<file path="src/hw/rtl/lcs_pkg.sv">
package lcs_pkg;

    // sketch geometry
    localparam int BUCKET_W  = 16;
    localparam int COUNT_W   = 17;
    localparam int KEY_W     = 64;
    localparam int SEED_W    = 32;
    localparam int LEN_W     = 4;
    localparam int CFG_IDX_W = 2;
    localparam int CFG_DATA_W = 32;

    localparam logic [COUNT_W-1:0]  MAX_BUCKETS   = COUNT_W'(65536);
    localparam logic [LEN_W-1:0]    MAX_KEY_BYTES = LEN_W'(8);
    localparam logic [BUCKET_W-1:0] LAST_BUCKET   = '1;

    // murmur2 mixing constant
    localparam logic [31:0] MM_MUL = 32'h5bd1e995;

    // configuration register indexes
    localparam logic [CFG_IDX_W-1:0] CFG_MAP_WIDTH = CFG_IDX_W'(0);
    localparam logic [CFG_IDX_W-1:0] CFG_KEY_BYTES = CFG_IDX_W'(1);
    localparam logic [CFG_IDX_W-1:0] CFG_HASH_SEED = CFG_IDX_W'(2);

    // settings seen by the hash front end
    typedef struct packed {
        logic [SEED_W-1:0]  seed;
        logic [LEN_W-1:0]   key_bytes;
        logic [COUNT_W-1:0] width;
    } front_cfg_t;

    // control from the register bank to the bitmap back end
    typedef struct packed {
        logic               clear_req;
        logic [COUNT_W-1:0] width;
    } back_ctl_t;

    // one finished result
    typedef struct packed {
        logic [BUCKET_W-1:0] bucket;
        logic                newly_set;
        logic [COUNT_W-1:0]  zeros_left;
        logic                map_full;
    } result_t;

endpackage

</file>
<file path="src/hw/rtl/lcs_front.sv">
module lcs_front
    import lcs_pkg::*;
(
    input  logic                clk,
    input  logic                rst_n,
    input  front_cfg_t          cfg,
    input  logic                take,
    input  logic [KEY_W-1:0]    key_value,
    output logic                idle,
    input  logic                mid_full,
    output logic                mid_push,
    output logic [BUCKET_W-1:0] mid_bucket
);

    typedef enum logic [6:0] {
        F_IDLE  = 7'b0000001,
        F_KMUL1 = 7'b0000010,
        F_KMUL2 = 7'b0000100,
        F_HMIX  = 7'b0001000,
        F_TAIL  = 7'b0010000,
        F_FIN   = 7'b0100000,
        F_BKT   = 7'b1000000
    } front_state_t;

    front_state_t        state_reg, state_next;
    logic [KEY_W-1:0]    key_reg;
    logic [LEN_W-1:0]    len_reg;
    logic [31:0]         h_reg;
    logic [31:0]         k_reg;
    logic                blk_reg;
    logic [LEN_W-1:0]    len_in;
    logic [1:0]          nblocks;
    logic [1:0]          rem;
    logic [31:0]         word_k;
    logic [31:0]         word_t;
    logic [31:0]         tail_mask;
    logic [31:0]         mul_a;
    logic [31:0]         mul_b;
    logic [63:0]         product;

    // key length clamp at accept
    assign len_in  = (cfg.key_bytes > MAX_KEY_BYTES) ? MAX_KEY_BYTES : cfg.key_bytes;
    assign nblocks = len_reg[3:2];
    assign rem     = len_reg[1:0];

    // 32-bit words of the key, for whole blocks and for the tail
    assign word_k = blk_reg    ? key_reg[63:32] : key_reg[31:0];
    assign word_t = len_reg[2] ? key_reg[63:32] : key_reg[31:0];

    always_comb
    begin
        case (rem)
            2'd1:    tail_mask = 32'h0000_00ff;
            2'd2:    tail_mask = 32'h0000_ffff;
            2'd3:    tail_mask = 32'h00ff_ffff;
            default: tail_mask = 32'h0000_0000;
        endcase
    end

    // one shared multiplier, operands picked by the step
    always_comb
    begin
        mul_b = MM_MUL;
        case (state_reg)
            F_KMUL1: mul_a = word_k;
            F_KMUL2: mul_a = k_reg ^ (k_reg >> 24);
            F_HMIX:  mul_a = h_reg;
            F_TAIL:  mul_a = h_reg ^ (word_t & tail_mask);
            F_FIN:   mul_a = h_reg ^ (h_reg >> 13);
            F_BKT:
            begin
                mul_a = h_reg ^ (h_reg >> 15);
                mul_b = 32'(cfg.width);
            end
            default: mul_a = h_reg;
        endcase
    end

    assign product = 64'(mul_a) * 64'(mul_b);

    // step sequencing
    always_comb
    begin
        state_next = state_reg;
        case (state_reg)
            F_IDLE:
            begin
                if (take)
                begin
                    state_next = (len_in[3:2] != 2'd0) ? F_KMUL1 : F_TAIL;
                end
            end
            F_KMUL1: state_next = F_KMUL2;
            F_KMUL2: state_next = F_HMIX;
            F_HMIX:
            begin
                if (!blk_reg && nblocks == 2'd2)
                begin
                    state_next = F_KMUL1;
                end
                else
                begin
                    state_next = F_TAIL;
                end
            end
            F_TAIL:  state_next = F_FIN;
            F_FIN:   state_next = F_BKT;
            F_BKT:
            begin
                if (!mid_full)
                begin
                    state_next = F_IDLE;
                end
            end
            default: state_next = F_IDLE;
        endcase
    end

    always_ff @(posedge clk or negedge rst_n)
    begin
        if (!rst_n)
        begin
            state_reg <= F_IDLE;
        end
        else
        begin
            state_reg <= state_next;
        end
    end

    // hash datapath
    always_ff @(posedge clk)
    begin
        case (state_reg)
            F_IDLE:
            begin
                if (take)
                begin
                    key_reg <= key_value;
                    len_reg <= len_in;
                    h_reg   <= cfg.seed ^ 32'(len_in);
                    blk_reg <= 1'b0;
                end
            end
            F_KMUL1: k_reg <= product[31:0];
            F_KMUL2: k_reg <= product[31:0];
            F_HMIX:
            begin
                h_reg   <= product[31:0] ^ k_reg;
                blk_reg <= 1'b1;
            end
            F_TAIL:
            begin
                if (rem != 2'd0)
                begin
                    h_reg <= product[31:0];
                end
            end
            F_FIN:   h_reg <= product[31:0];
            default: ;
        endcase
    end

    // bucket = (hash * width) >> 32, width never above 2^16
    assign idle       = (state_reg == F_IDLE);
    assign mid_push   = (state_reg == F_BKT) && !mid_full;
    assign mid_bucket = product[47:32];

endmodule

</file>
<file path="config.mk">
export PLATFORM = sky130hd
export DESIGN_NAME = lcs_front
export DESIGN_NICKNAME = d
export VERILOG_FILES = /design/src/hw/rtl/lcs_pkg.sv /design/src/hw/rtl/lcs_front.sv
export SDC_FILE = /design/constraint.sdc
export NUM_CORES = 2
export LEC_CHECK = 0
export BUFFER_PORTS_ARGS = -buffer_cell sky130_fd_sc_hd__buf_4
export CORE_UTILIZATION = 45
export CTS_CLUSTER_DIAMETER = 120
export CTS_CLUSTER_SIZE = 30
export DETAILED_ROUTE_END_ITERATION = 10
export MAX_ROUTING_LAYER = met4
export PLACE_DENSITY = 0.62
export SLEW_MARGIN = 25
export SYNTH_ARGS = -nofsm -noshare
export SYNTH_HDL_FRONTEND = slang
export SYNTH_SLANG_ARGS = --single-unit
</file>
<file path="constraint.sdc">
create_clock -name clk -period 24.5 [get_ports clk]
set_input_delay 4.9 -clock clk [delete_from_list [all_inputs] [get_ports clk]]
set_output_delay 4.9 -clock clk [all_outputs]
set_load 0.05 [all_outputs]
</file>
After elaboration in Yosys (flattened, before gate mapping):

Index checks and enable logic that the tools add are counted.

* muxes and demuxes: 16
* bitwise gates (word level): 7
* reductions and logical operators: 13
* magnitude comparators: 1
* $mul: 1
* equality and inequality tests: 14

Operators with widths (count)
* $pmux W32 S5: 1
* $mux W32: 4
* $pmux W32 S4: 1
* $pmux W24 S3: 1
* $xor A32 B32 Y32: 2
* $pmux W7 S7: 1
* $mul A32 B32 Y48: 1
* $and A32 B32 Y32: 1
* $xor A32 B17 Y32: 1
* $xor A32 B19 Y32: 1
* $xor A32 B4 Y32: 1
* $xor A32 B8 Y32: 1
* $mux W31: 1
* $mux W7: 2
* $mux W5: 2
* $eq A7 B1 Y1 const B: 1
* $eq A7 B2 Y1 const B: 1
* $eq A7 B3 Y1 const B: 1
* $eq A7 B4 Y1 const B: 1
* $eq A7 B5 Y1 const B: 1
* $eq A7 B6 Y1 const B: 1
* $eq A7 B7 Y1 const B: 1
* $eq A2 B2 Y1 const B: 3
* $ne A2 B2 Y1 const B: 3
* 12 further kinds: 18

* input port bits: 121
* output and inout bits: 18
* register bits after elaboration: 140
* logic and storage cells: 58

Logic depth before layout (Yosys ltp):

* depth in word-level cells: 8
* gate-level depth with buffers: 38

Worst setup path before layout:

Ideal clock, no wire load.

* path kind: input port to output port
* start point: in cfg[4] in the netlist's numbering
* end point: out mid_bucket[13]
* required time: 19.600 ns
* data arrival time: 12.343 ns
* slack: 7.257 ns
* cell stages on the path: 26
* path buffers: 2
* cells stage by stage: nor2_1 > clkbuf_1 > nor2_1 > fa_1 > fa_1 > fa_1 > inv_1 > fa_1 > inv_1 > fa_1 > inv_1 > fa_1 > inv_1 > fa_1 > fa_1 > ha_1 > and4_1 > a221o_1 > a311oi_1 > a21oi_1 > a41o_1 > a21boi_0 > o311ai_0 > a21oi_1 > xnor2_1 > buf_4

* longest elaborated chain between the ends: 2

Ends and longest elaborated chain
* from (decl): RTL line lcs_front.sv:6 `input front_cfg_t cfg,`
* $mux W31: RTL line lcs_front.sv:64 `case (state_reg)`
* $mul A32 B32 Y48: RTL line lcs_front.sv:79 `assign product = 64'(mul_a) * 64'(mul_b);`
* to (decl): RTL line lcs_front.sv:12 `output logic [BUCKET_W-1:0] mid_bucket`

No other way between the ends.

Final worst setup path:

* start point: in cfg[7] in the netlist's numbering
* end point: out mid_bucket[13]

The elaborated chain is that of the path after synthesis.

==> results_dict.tcl <==
set metrics [dict create \
    startpoint "cfg[7]" \
    overflow 0 \
    grt_pass1_wl_mm 144.0 \
    antenna_found_initial 2 \
    wl_per_cell_um 22.12 \
    synth_edf_count 133 \
    cpPeakStageDelay_ns 0.63 \
    die-area_um2 68300 \
    post_cts_buffers 0 \
    place.gp.congestion 0.9519 \
    clk_path_buf_depth 2 \
    cp_max_fo 15 \
    finalCritPeriodShare 0.7416 \
    slew_headroom 0.2626 \
    numCtsBuffers 17 \
    maxCapViolations 0 \
    outcome "complete, but fails checks" \
    firstDrtPassIters 10 \
    final-setup-viol-count 0 \
    synth-seq-area-share 0.1378 \
    cts_hold_buf 0 \
    io_buffer_count 138 \
    grt_max_degree 70 \
    critPathKind "input pin to primary output" \
    worstPathArrival_ns 13.27 \
    cts_resized 0 \
    min_from "len_reg[3]" \
    holdCritPathClass "flip-flop to flip-flop" \
    area_delta_synth_final_pct 8.602 \
    die_h_um 261.4 \
    track_usage 0.2928 \
    rsz0062_at_grt "no" \
    yosysMostFrequentCell "inv_1" \
    fmax_ghz 0.05504 \
    ys_types 77 \
    pin_count 139 \
    fin_tns_setup_ns 0 \
    min_period_ns 18.17 \
    grt_pass1_vias 23870 \
    drv_slew 0 \
    via_count 22980 \
    clockRootBuffer "clkbuf_16" \
    synthTopCellsByCount "665 x inv_1, 614 x fa_1, 385 x nor2_1" \
    drt_iter0_markers 2059 \
    clock-skew-final_ns 0.01282 \
    syn-instance-count 3187 \
    clk_pin_slew_ns 0.06 \
    avgSynthCellArea_um2 9.497 \
    start_util 0.4579 \
    crit_path_end_kind "primary output" \
    final-hold-violation-count 0 \
    core_area_um2 66100 \
    yosys.area.top_type_share 0.4061 \
    violations "DRC" \
    synth_ff_type "edfxtp_1" \
    htree_levels 4 \
    async_reset_ff_frac 0.05000 \
    netlist_area_um2 30270 \
    ys_ff_latch 140 \
    cp-start-kind "input pin" \
    clock_latency_ns 0.43 \
    synth_nets 4167 \
    yosysWarnings 0 \
    drive_above_1_share 0.09269 \
    synth_largest_area_cell "fa_1" \
    rows 94 \
    die_w_um 261.4 \
    cp_slowest_cell "nand2b_1" \
    clock_sinks 140 \
    whs_ns 0.5815 \
    cp.required_ns 19.60 \
    crit_top_cell "fa_1" \
    rr_startpoint "state_reg[1]" \
    largest_register_ffs 64 \
    drtAntennaViolNets 0 \
    post-route-drc-count 1 \
    place_hpwl_mm 72.30 \
    worst_pin_slew_ns 1.106 \
    drt-vias-per-instance 5.559 \
    postRouteWirelength_mm 91.44 \
    cts_tree "built" \
    layout.nets 4236 \
    fill_cells 6206 \
    synth.area.top_cells "fa_1 41%, edfxtp_1 13%, ha_1 10%" \
]
path summary, 6_finish.rpt:
check / endpoint / slack (ns) / cells after the start
max in group asynchronous: state_reg[0] / 20.02 / 1
min: state_reg[1] / 0.58 / 2
max: mid_bucket[13] / 6.33 / 27
min reg2reg: state_reg[1] / 0.58 / 2
max reg2reg: h_reg[29] / 13.55 / 28
min in group asynchronous: state_reg[1] / 4.27 / 1
per-stage QoR:
step	worst slack (ns)	util	cells	area (um^2)
after global routing	5.833	0.4973	4134	32870
after CTS	6.388	0.4972	4132	32860
after global placement	6.467	0.4886	4100	32300
after detailed placement	6.460	0.4886	4100	32300
final	6.332	0.4973	4134	32870
after floorplan	7.257	-	3187	30270
worst max-delay path, delay by kind of cell:
kind                       cells  cell delay, ns
AOI/OAI and AO/OA              7            2.35
xor gates and xnor gates       1            0.16
adders and majority gates      9            4.18
buffers and inverters          7            0.60
and+or+nand+nor                3            1.07
cell type report:
cell class                 count  area, um^2  area share
inverter                     667        2504     0.07616
sequential                   140        4170      0.1269
clock inverter                15       137.6    0.004187
tap                          864        1081     0.03289
clock buffer                  17       425.4     0.01294
antenna                        1       2.502  0.00007613
multi-input combinational   2230       23050      0.7012
timing repair buffer         200        1501     0.04568
kinds of logic (layout without fill, tap and decap cells):
family                   count (synthesis)  after routing  synth area share
AND/OR/NAND/NOR                        862            862            0.1241
other                                    0              1                 0
XOR/XNOR                                85             85           0.02460
multiplexers                            58             58           0.01968
adder cells (fa/ha/maj)                859            859            0.5074
AO/OA/AOI/OAI                          366            366           0.08284
flip-flops                             140            140            0.1378
buffers and inverters                  817            899            0.1037
metal layers:
metal,routed length (um),track usage,vias up
met3,7891,0.04346,158
met4,3242,0.09044,0
met2,41290,0.4440,1066
met5,0,-,-
met1,39020,0.4055,11690
li1,-,-,10070
layout by cell type, fill, tap and decap left out, types with 17 or more instances in the layout:
cell / instances
inv_1: 665
fa_1: 614
nor2_1: 381
nand2_1: 282
ha_1: 245
buf_4: 199
edfxtp_1: 133
a21oi_1: 78
o21ai_0: 78
xnor2_1: 67
nand2b_1: 47
mux2i_1: 46
and2_1: 35
or2_2: 28
a21o_1: 25
o22ai_1: 23
a221o_1: 23
nor2b_1: 19
xor2_1: 18
clkbuf_16: 17
Power is not shown: default switching activity piles up to over one toggle a cycle in this logic, so the estimate is an artifact.
