## config.mk

```make
export PLATFORM = sky130hd
export DESIGN_NAME = lcs_mid_queue
export DESIGN_NICKNAME = d
export VERILOG_FILES = /design/src/hw/rtl/lcs_pkg.sv /design/src/hw/rtl/lcs_mid_queue.sv
export SDC_FILE = /design/constraint.sdc
export NUM_CORES = 1
export LEC_CHECK = 0
export ABC_CLOCK_PERIOD_IN_PS = 1750
export BUFFER_PORTS_ARGS = -buffer_cell sky130_fd_sc_hd__buf_2
export CORE_UTILIZATION = 50
export DETAILED_ROUTE_END_ITERATION = 10
export PLACE_DENSITY = 0.77
export SKIP_LAST_GASP = 1
export SLEW_MARGIN = 25
export SYNTH_ARGS = -nofsm -noshare
export SYNTH_HDL_FRONTEND = slang
export SYNTH_SLANG_ARGS = --single-unit
export TNS_END_PERCENT = 100
```

## constraint.sdc

```tcl
create_clock -name clk -period 1.75 [get_ports clk]
set_input_delay 0.175 -clock clk [delete_from_list [all_inputs] [get_ports clk]]
set_output_delay 0.175 -clock clk [all_outputs]
set_load 0.05 [all_outputs]
```

## src/hw/rtl/lcs_pkg.sv

```systemverilog
package lcs_pkg;

    // sketch geometry
    localparam int BUCKET_W  = 16;
    localparam int COUNT_W   = 17;
    localparam int KEY_W     = 64;
    localparam int SEED_W    = 32;
    localparam int LEN_W     = 4;
    localparam int CFG_IDX_W = 2;
    localparam int CFG_DATA_W = 32;

    localparam logic [COUNT_W-1:0]  MAX_BUCKETS   = COUNT_W'(65536);
    localparam logic [LEN_W-1:0]    MAX_KEY_BYTES = LEN_W'(8);
    localparam logic [BUCKET_W-1:0] LAST_BUCKET   = '1;

    // murmur2 mixing constant
    localparam logic [31:0] MM_MUL = 32'h5bd1e995;

    // configuration register indexes
    localparam logic [CFG_IDX_W-1:0] CFG_MAP_WIDTH = CFG_IDX_W'(0);
    localparam logic [CFG_IDX_W-1:0] CFG_KEY_BYTES = CFG_IDX_W'(1);
    localparam logic [CFG_IDX_W-1:0] CFG_HASH_SEED = CFG_IDX_W'(2);

    // settings seen by the hash front end
    typedef struct packed {
        logic [SEED_W-1:0]  seed;
        logic [LEN_W-1:0]   key_bytes;
        logic [COUNT_W-1:0] width;
    } front_cfg_t;

    // control from the register bank to the bitmap back end
    typedef struct packed {
        logic               clear_req;
        logic [COUNT_W-1:0] width;
    } back_ctl_t;

    // one finished result
    typedef struct packed {
        logic [BUCKET_W-1:0] bucket;
        logic                newly_set;
        logic [COUNT_W-1:0]  zeros_left;
        logic                map_full;
    } result_t;

endpackage

```

## src/hw/rtl/lcs_mid_queue.sv

```systemverilog
module lcs_mid_queue
    import lcs_pkg::*;
(
    input  logic                clk,
    input  logic                rst_n,
    input  logic                push,
    input  logic [BUCKET_W-1:0] push_bucket,
    output logic                full,
    input  logic                pop,
    output logic                empty,
    output logic [BUCKET_W-1:0] head_bucket
);

    logic [BUCKET_W-1:0] slot_reg [2];
    logic                wr_ptr_reg;
    logic                rd_ptr_reg;
    logic [1:0]          count_reg;

    assign full        = (count_reg == 2'd2);
    assign empty       = (count_reg == 2'd0);
    assign head_bucket = slot_reg[rd_ptr_reg];

    // pointers and fill count
    always_ff @(posedge clk or negedge rst_n)
    begin
        if (!rst_n)
        begin
            wr_ptr_reg <= 1'b0;
            rd_ptr_reg <= 1'b0;
            count_reg  <= 2'd0;
        end
        else
        begin
            if (push)
            begin
                wr_ptr_reg <= !wr_ptr_reg;
            end
            if (pop)
            begin
                rd_ptr_reg <= !rd_ptr_reg;
            end
            if (push && !pop)
            begin
                count_reg <= count_reg + 2'd1;
            end
            else if (pop && !push)
            begin
                count_reg <= count_reg - 2'd1;
            end
        end
    end

    // storage
    always_ff @(posedge clk)
    begin
        if (push)
        begin
            slot_reg[wr_ptr_reg] <= push_bucket;
        end
    end

endmodule

```

Word level (Yosys, flattened, before mapping)
Memory sizes are Yosys's and may differ from the RTL's. Cells that the tools add are included.

Bits in registers: 4. Latch bits: 0. Bits in writable memories: 32. Memory bits (read-only): 0. Output and inout port bits: 18. Word-level logic and storage cells: 19. Memories: 1.

Add/sub/neg operators: 2. Multipliers: 0. Divide/modulo/power cells: 0. $lt $le $gt $ge: 0. Eq/ne operators: 1. Shifts and indexed selects: 0. Multiplexer cells: 4. Bitwise gates (word level): 0. Reduce and logical (&&, ||, !) cells: 8.

Memory list: slot_reg (words 2, bits a word 16, rd ports 1, clocked after Yosys merged registers in 0, wr ports 1, RTL line lcs_mid_queue.sv:14) `logic [BUCKET_W-1:0] slot_reg [2];`.

Operator list (count): 1-bit zero test (4); 2-bit 2-to-1 mux (2); 2-bit by 1-bit adder with 2-bit output (second input constant) (1); 2-bit == test (second input constant) (1); 1-bit logical AND (2); 2-bit zero test (1); 1-bit 2-to-1 mux (2); 2-bit nonzero test (1); 2-bit by 1-bit subtractor with 2-bit output (second input constant) (1).

Depth between registers and ports, before layout
Gate-level depths: netlist (run 1).

Word-level depth: 4. Depth in mapped cells: 5. Depth with buffers taken out: 5.

Least setup slack after synthesis (run 1)
Ideal clock, no wire load.

Path kind: register to register. Start point: reg wr_ptr_reg. End point: mem slot_reg[0][0], enable pin. Data arrival time: 1.139 ns. Required time: 1.360 ns. Setup slack: 0.221 ns. Cell stages (with the launch flop): 2. Period minus slack after synthesis: 1.529 ns. Cells stage by stage: dfrtp_1 -> nor2b_1.

RTL lines: start, declared (RTL line lcs_mid_queue.sv:15) `logic wr_ptr_reg;`; start signal, assigned (RTL line lcs_mid_queue.sv:36) `wr_ptr_reg <= !wr_ptr_reg;`; end, declared (RTL line lcs_mid_queue.sv:14).

Straight into the memory's write port.

Worst setup path after layout (run 1)
Start point: reg rd_ptr_reg. End point: out head_bucket[1].

Longest elaborated chain between the ends: 1.

RTL lines: start, declared (RTL line lcs_mid_queue.sv:16) `logic rd_ptr_reg;`; start signal, assigned (RTL line lcs_mid_queue.sv:40) `rd_ptr_reg <= !rd_ptr_reg;`; memory 2 x 16 bit; end, declared (RTL line lcs_mid_queue.sv:11) `output logic [BUCKET_W-1:0] head_bucket`.

Every way passes these cells.

==> metrics, run 1 <==
DR iter-0 viols=12; PortBufs=37; Worst Tran Pin Value=0.3146 ns; peak fanout along the critical path=10; core area=2545 sq um; YS warnings=0; drt pass-1 iters=2; Setup crit end=head_bucket[1]; global-route total usage across every layer=0.1605; Reg2Reg Capture Point=slot_reg[1][14]; root buf cell=clkbuf_4; Final period util=0.9166; setup repair after global routing missed its margin=false; CTS max path bufs=2; Cell Rows=18; global-route wire length before repair=3.049 mm; sum of buffers and inverters on the critical path=2; CTS clk-pin slew, worst paths=0.10 ns; Pwr Total=3.012 mW; Syn Nets=87; power density over cell area=1791 nW/um^2; run status=finished clean; max_slew headroom=0.7903; worst setup path start=rd_ptr_reg; Worst Path Class, Setup=flip-flop to primary output; top-level I/O count=38; Critical Path Start Type=flip-flop; Die W=54.78 um; Slew Viols, Final=0; hold crit path type=primary input to flip-flop; Final Hold Viols=0; starting density of the core=0.5472; layout cell share with drive strength beyond 1=0.5565; Via density=4.890; max reg flops=32; FMAX=623.4 MHz; DRT antenna net count=0; Layout area overhead=20.75%; Post CTS Setup Buffer Count=0; Setup TNS=0 ns; Final nets=135; crit path DAT=1.43 ns; vias in the first global route=685; dpl cells=136; DPL Wire Length=1.451 mm; die footprint=3000 sq um; CTS tree=yes; Num CTS Buffers=5; slowest cell delay on critical path=0.35 ns; largest net degree at the start of global routing=12; Crit path required time=1.57 ns; hold_buf cts=1; Layout Cells excl Fill=145; WL per Instance=13.50 um; Top delay family on crit path=buffers and inverters; CTS sink count=36; overall routed net length=1.958 mm; Seq/Total Area, Yosys=0.7619; minimum clock period=1.604 ns; R2R depth=2; Reg2Reg Setup Slack=0.47 ns; distinct cell type count after synthesis=13; Chip Height=54.78 um; # setup viols final=0; Post-Synthesis Cell Area=1393 sq um; clk_lat worst skew=0.32 ns; Leak Pwr=0.6986 nW; RR Startpoint=wr_ptr_reg; Placement Cell Area=1622 sq um; skew final=0.01580 ns; Slowest cell on crit path=dfrtp_1; Max-cap violations=0; GRT Residual Overflow=0; routed vias=709; crit path capture type=primary output; n_diodes=0; synthesis-stage register bit count=36; WP depth=3; Syn Inst Count=66; post-CTS sizing=0; initial antenna violation count=0; Remaining DRCs=0; Finished Cell Area=1682 sq um; H-tree depth=2; crit-path cells=buf_4, mux2_4, buf_2; Max IR drop VDD=1222 uV; Syn Area/Cell=21.10 sq um; RePlAce Congestion=0.6580
==> power breakdown <==
group,internal (mW),switching (mW),total (mW)
sequential,1.15,0.0721,1.22
combinational,0.455,0.946,1.40
clock,0.156,0.231,0.387
==> placed cells by master (no fill, tap or decap), types with 2 or more instances in the layout <==
cell type / synthesis / layout
buf_2: 0 / 37
buf_4: 0 / 5
clkbuf_1: 0 / 2
clkbuf_4: 0 / 5
dfrtp_1: 4 / 4
edfxtp_1: 32 / 32
mux2_2: 7 / 7
mux2_4: 9 / 9
nor2_1: 2 / 2
nor2b_1: 2 / 2
xor2_1: 4 / 4
==> cell families after synthesis <==
family,synth area share
mux,0.1536
xor+xnor,0.03145
fa+ha+maj,0.008983
flops,0.7619
simple gates,0.01887
buf+inv,0.02515
==> synthesized netlist by cell type (all sizes together) <==
cell	number	share of area
and2	1	0.0045
buf	2	0.022
dfrtp	4	0.072
edfxtp	32	0.69
ha	1	0.0090
inv	1	0.0027
mux2	16	0.15
nor2	2	0.0054
nor2b	2	0.0090
xnor2	1	0.0063
xor2	4	0.025
==> worst min path at each step <==
stage	start	cells after the start	slack, ns	to
floorplan	rst_n	0	-0.12	count_reg[0]
global placement	rst_n	1	-0.02	wr_ptr_reg
detailed placement	rst_n	1	-0.01	wr_ptr_reg
CTS	push_bucket[1]	1	0.01	slot_reg[1][1]
global route	push_bucket[1]	1	0.009	slot_reg[1][1]
finish	push_bucket[1]	1	0.03	slot_reg[1][1]
==> stage by stage <==
stage | worst slack, ns | hold WS [ns] | util
after floorplan | 0.2207 | -0.1206 | -
after global placement | 0.4993 | -0.01511 | 0.6372
after detailed placement | 0.4870 | -0.01025 | 0.6372
after CTS | 0.1101 | 0.01208 | 0.6608
after global routing | 0.08052 | 0.009205 | 0.6608
final | 0.1459 | 0.03151 | 0.6608
==> per-layer routing <==
metal	GRT usage	up-vias	share of wire
met5	0	-	0
met4	0.1026	0	0.0077
met3	0.05000	2	0.061
met2	0.2550	22	0.53
met1	0.1866	340	0.40
li1	-	345	-
==> layout make-up <==
class | instances | area [sq um]
multi-input combinational | 27 | 296.5
timing repair buffer | 43 | 232.7
inverter | 1 | 3.754
clock buffer | 7 | 45.04
clock inverter | 1 | 5.005
fill | 192 | 863.3
tap | 30 | 37.54
sequential | 36 | 1061
Note: power is estimated with default switching activity, not from simulation.
==> run 2, diff against run 1 <==
--- a/config.mk
+++ b/config.mk
@@ -5,11 +5,11 @@
 export SDC_FILE = /design/constraint.sdc
 export NUM_CORES = 1
 export LEC_CHECK = 0
-export ABC_CLOCK_PERIOD_IN_PS = 1750
+export ABC_CLOCK_PERIOD_IN_PS = 1400
 export BUFFER_PORTS_ARGS = -buffer_cell sky130_fd_sc_hd__buf_2
-export CORE_UTILIZATION = 50
+export CORE_UTILIZATION = 45
 export DETAILED_ROUTE_END_ITERATION = 10
-export PLACE_DENSITY = 0.77
+export PLACE_DENSITY = 0.73
 export SKIP_LAST_GASP = 1
 export SLEW_MARGIN = 25
 export SYNTH_ARGS = -nofsm -noshare
==> constraint.sdc (replaced) <==
create_clock -name clk -period 1.4 [get_ports clk]
set_input_delay 0.14 -clock clk [delete_from_list [all_inputs] [get_ports clk]]
set_output_delay 0.14 -clock clk [all_outputs]
set_load 0.05 [all_outputs]
==> run 2 against run 1 <==
The flow now finishes with violations (design-rule violations, negative setup slack). Cell count up 12%. Routed wire length up 21%. Utilization up 4.4 points. Die area up 11%. Worst hold slack worse by 0.018 ns.
==> metrics, run 2 (synthesis results as in run 1) <==
run status=finished, violations left; failing checks=design-rule violations, negative setup slack; Layout area overhead=44.38%; Setup TNS=-2.168 ns; global-route wire length before repair=3.567 mm; routed vias=776; Clk pwr share=0.113; Via density=4.761; Final Hold Viols=0; # setup viols final=16; Switching Share=0.3910; Remaining DRCs=2; power density over cell area=2168 nW/um^2; overall routed net length=2.378 mm; Layout Cells excl Fill=163; largest net degree at the start of global routing=11; CTS sink count=36; Pwr Total=4.358 mW; crit path DAT=1.42 ns; clk_lat worst skew=0.32 ns; dpl cells=138; max_slew headroom=0.8318; crit path capture type=primary output; Slew Viols, Final=0; RePlAce Congestion=0.6338; skew final=0.008869 ns; Final period util=1.113; DR iter-0 viols=18; Crit path required time=1.26 ns; drt pass-1 iters=7; DPL Wire Length=1.446 mm; global-route total usage across every layer=0.1553; PortBufs=37; Worst Tran Pin Value=0.2511 ns; n_diodes=0; CTS max path bufs=2; Reg power frac=0.356; GRT Residual Overflow=0; hold crit path type=primary input to flip-flop; CTS clk-pin slew, worst paths=0.09 ns; initial antenna violation count=0; minimum clock period=1.558 ns; top-level I/O count=38; Die W=57.63 um; Multi-input gate area=325.3 sq um; Internal=2.655 mW; max reg flops=32; root buf cell=clkbuf_4; starting density of the core=0.4882; Leak Pwr=0.8477 nW; Chip Height=57.63 um; core area=2853 sq um; vias in the first global route=823; switching pwr=1.704 mW; Final nets=152; CTS tree=yes; Critical Path Start Type=flip-flop; Filler cells=200; Max-cap violations=0; H-tree depth=2; WL per Instance=14.59 um; Finished Cell Area=2011 sq um; FMAX=641.7 MHz; die footprint=3321 sq um; Setup WS pre-CTS=0.1548 ns; layout cell share with drive strength beyond 1=0.5076; peak fanout along the critical path=7; Placement Cell Area=1633 sq um; most frequent cells in the layout=edfxtp_1, buf_2, mux2_4, dlygate4sd3_1, buf_6; Combinational Power Share=0.530; Worst Path Class, Setup=flip-flop to primary output; setup repair after global routing missed its margin=true; Max IR drop VDD=1422 uV; register area=1061 sq um; DRT antenna net count=0; Num CTS Buffers=5; worst setup margin=-0.1585 ns; Cell Rows=19; most common cell after layout, fill and taps aside=edfxtp_1
[run 2: cell count changes in the layout (fill, tap and decap cells not counted)]
| cell | change |
|---|---|
| nor2b_1 | -1 |
| buf_6 | +12 |
| buf_8 | +7 |
| clkinv_2 | -1 |
| clkinv_1 | +1 |
| buf_2 | -16 |
| mux2_2 | -7 |
| mux2_4 | +7 |
| dlygate4sd3_1 | +14 |
| nor2b_2 | +1 |
[run 2: power by group through the flow]
stage	Clock, mW	Combinational [mW]	Sequential, mW
finish	0.495	2.31	1.55
CTS	0.509	2.32	1.55
detailed placement	0	1.79	1.56
global route	0.543	2.41	1.58
floorplan	0	1.49	1.54
global placement	0	1.77	1.54
[run 2: worst max-delay path: stages (launching register included)]
cell and delay (ns):
dfrtp_1 0.44, buf_6 0.18, mux2_4 0.32, buf_8 0.15
[run 2: worst paths after layout]
| check | cells after the start | startpoint | slack (ns) | endpoint |
|---|---|---|---|---|
| worst max-delay path | 3 | rd_ptr_reg | -0.16 | head_bucket[8] |
| worst min-delay path | 1 | push_bucket[10] | 0.01 | slot_reg[1][10] |
| worst max register to register | 2 | wr_ptr_reg | 0.23 | slot_reg[0][4] |
| worst min register to register | 1 | wr_ptr_reg | 0.52 | wr_ptr_reg |
| max in group asynchronous | 2 | rst_n | 1.14 | wr_ptr_reg |
| min in group asynchronous | 2 | rst_n | 0.14 | count_reg[1] |
[run 2: final cells by class]
type,instances,share of cell area
Timing Repair Buffer,60,0.2651
Sequential cell,36,0.5277
Clock inverter,1,0.001867
Tap cell,31,0.01929
Clock buffer,7,0.02240
Multi-Input combinational cell,27,0.1618
Inverter,1,0.001867
[run 2: stage by stage]
stage	hold WS, ns	utilization
floorplan	-0.1556	-
CTS	0.0003988	0.6908
global route	0.001330	0.7048
detailed placement	-0.05020	0.5724
finish	0.01355	0.7048
global placement	-0.05345	0.5724
[run 2: timing repair]
item / CTS / global route
cloned: 1 / 0
buffers inserted: 1 / 0
resized for setup: 50 / 0
hold endpoints to repair: 23 / 8
setup endpoints to repair: 16 / 16
hold buffers: 11 / 4
[run 2: metal layers]
| metal | global-route usage | wire [um] |
|---|---|---|
| met4 | 0.09756 | 53 |
| met5 | 0 | 0 |
| met1 | 0.1651 | 956 |
| met3 | 0.05357 | 119 |
| met2 | 0.2641 | 1248 |
==> run 3, diff against run 2 <==
--- a/config.mk
+++ b/config.mk
@@ -5,12 +5,11 @@
 export SDC_FILE = /design/constraint.sdc
 export NUM_CORES = 1
 export LEC_CHECK = 0
-export ABC_CLOCK_PERIOD_IN_PS = 1400
+export ABC_CLOCK_PERIOD_IN_PS = 1900
 export BUFFER_PORTS_ARGS = -buffer_cell sky130_fd_sc_hd__buf_2
-export CORE_UTILIZATION = 45
+export CORE_UTILIZATION = 54
 export DETAILED_ROUTE_END_ITERATION = 10
-export PLACE_DENSITY = 0.73
-export SKIP_LAST_GASP = 1
+export PLACE_DENSITY = 0.82
 export SLEW_MARGIN = 25
 export SYNTH_ARGS = -nofsm -noshare
 export SYNTH_HDL_FRONTEND = slang
==> constraint.sdc (replaced) <==
create_clock -name clk -period 1.9 [get_ports clk]
set_input_delay 0.19 -clock clk [delete_from_list [all_inputs] [get_ports clk]]
set_output_delay 0.19 -clock clk [all_outputs]
set_load 0.05 [all_outputs]
==> run 3 against run 2 <==
The flow finishes with violations (design-rule violations). Via count fell by 8.8%. Die area decreased by 16%. Global-route usage rose by 1.9 points. Sequential power shrank 25%.
==> metrics, run 3 (synthesis results as in run 1) <==
run status=finished, violations left; failing checks=design-rule violations; CTS tree=yes; n_diodes=0; Remaining DRCs=1; Max IR drop VDD=1057 uV; power density over cell area=1675 nW/um^2; global-route wire length before repair=3.084 mm; register area=1061 sq um; Leak Pwr=0.7071 nW; layout cell share with drive strength beyond 1=0.5702; final core occ=0.6916; Die W=52.78 um; Via density=4.917; clk_lat worst skew=0.33 ns; peak fanout along the critical path=11; PortBufs=37; starting density of the core=0.5673; CTS max path bufs=2; Critical Path Start Type=flip-flop; Switching Share=0.4133; CTS clk-pin slew, worst paths=0.10 ns; Slew Viols, Final=0; Final nets=134; crit path DAT=1.62 ns; skew final=0.01237 ns; Worst Path Class, Setup=flip-flop to primary output; Worst Tran Pin Value=0.4091 ns; met2 Resource Use GR=0.2785; Chip Height=52.78 um; WL per Instance=13.83 um; DPL Wire Length=1.448 mm; H-tree depth=2; hold crit path type=primary input to flip-flop; core area=2455 sq um; DRT antenna net count=0; max reg flops=32; most common cell after layout, fill and taps aside=buf_2; Internal=1.668 mW; routed vias=708; Filler cells=182; largest net degree at the start of global routing=12; Cell Rows=18; setup repair after global routing missed its margin=false; vias in the first global route=685; overall routed net length=1.991 mm; Max-cap violations=0; switching pwr=1.175 mW; GR peak layer=met2; top-level I/O count=38; # setup viols final=0; global-route total usage across every layer=0.1745; Clk pwr share=0.142; root buf cell=clkbuf_4; DR iter-0 viols=5; drt pass-1 iters=7; crit path capture type=primary output; die footprint=2786 sq um; most frequent cells in the layout=buf_2, edfxtp_1, mux2_4, mux2_2, clkbuf_4; Layout area overhead=21.92%; Setup TNS=0 ns; minimum clock period=1.814 ns; Post CTS Setup Buffer Count=0; Num CTS Buffers=5; max_slew headroom=0.7273; Multi-input gate area=296.5 sq um; Worst Hold Slack=0.04622 ns; Combinational Power Share=0.450; FMAX=551.3 MHz; CTS sink count=36; GR Layer Usage met3=0.08116; Final period util=0.9548; met1 usage=0.1865; RePlAce Congestion=0.6810; GRT Residual Overflow=0; Crit path required time=1.71 ns; post-CTS sizing=0; Final Hold Viols=0; initial antenna violation count=0; Reg power frac=0.408
## run 3: cell count changes in the layout (fill, tap and decap cells not counted), moves of 2 or more
| cell | before | now |
|---|---|---|
| clkbuf_1 | 2 | 0 |
| buf_6 | 12 | 0 |
| buf_2 | 21 | 37 |
| dlygate4sd3_1 | 15 | 1 |
| buf_8 | 7 | 0 |
| mux2_4 | 16 | 9 |
| buf_4 | 5 | 3 |
| mux2_2 | 0 | 7 |
| clkinv_2 | 0 | 2 |
## run 3: worst max-delay path, stage by stage, from the launching register on
cell,delay [ns]
dfrtp_1,0.56
buf_12,0.20
mux2_2,0.33
buf_2,0.21
## run 3: final timing paths
kind	startpoint	endpoint	slack, ns	cells past startpoint
setup / recovery	rd_ptr_reg	head_bucket[8]	0.09	3
hold / removal	push_bucket[15]	slot_reg[0][15]	0.05	1
setup reg to reg	wr_ptr_reg	slot_reg[1][11]	0.55	2
hold reg to reg	wr_ptr_reg	wr_ptr_reg	0.51	1
max in group asynchronous	rst_n	rd_ptr_reg	1.58	2
min in group asynchronous	rst_n	count_reg[0]	0.20	2
## run 3: stage by stage
stage                     cells  setup slack (ns)  instance area, sq um  total power, mW
after floorplan              66            0.3707                  1393            2.229
final                       144           0.08597                  1698            2.843
after global routing        144           0.02704                  1698            2.974
after CTS                   144           0.06620                  1698            2.878
after detailed placement    135            0.4460                  1627            2.471
after global placement      135            0.4734                  1627            2.438
## run 3: area by class of cell
class	count	area share
clock buffers	6	0.03021
clock inverters	2	0.005895
inverters	1	0.002211
multi-input cells	27	0.1746
flip-flops and latches	36	0.6249
well taps	30	0.02211
repair buffers	42	0.1400
## run 3: routing by layer
metal	vias up	wire, um
met3	4	94
met4	0	46
met1	341	829
li1	344	-
met2	19	1020
met5	-	0
## run 3: repair_timing
| item | in CTS | in global routing |
|---|---|---|
| hold buffers | 1 | 0 |
| endpoints found under the setup margin | 0 | 0 |
| hold endpoints to repair | 4 | 0 |
## run 3: power by group through the flow
stage,registers (mW),clock network [mW],logic [mW]
after floorplan,1.13,0,1.10
after global placement,1.16,0,1.28
after detailed placement,1.18,0,1.29
after CTS,1.16,0.422,1.30
final,1.16,0.404,1.28
after global routing,1.18,0.442,1.35
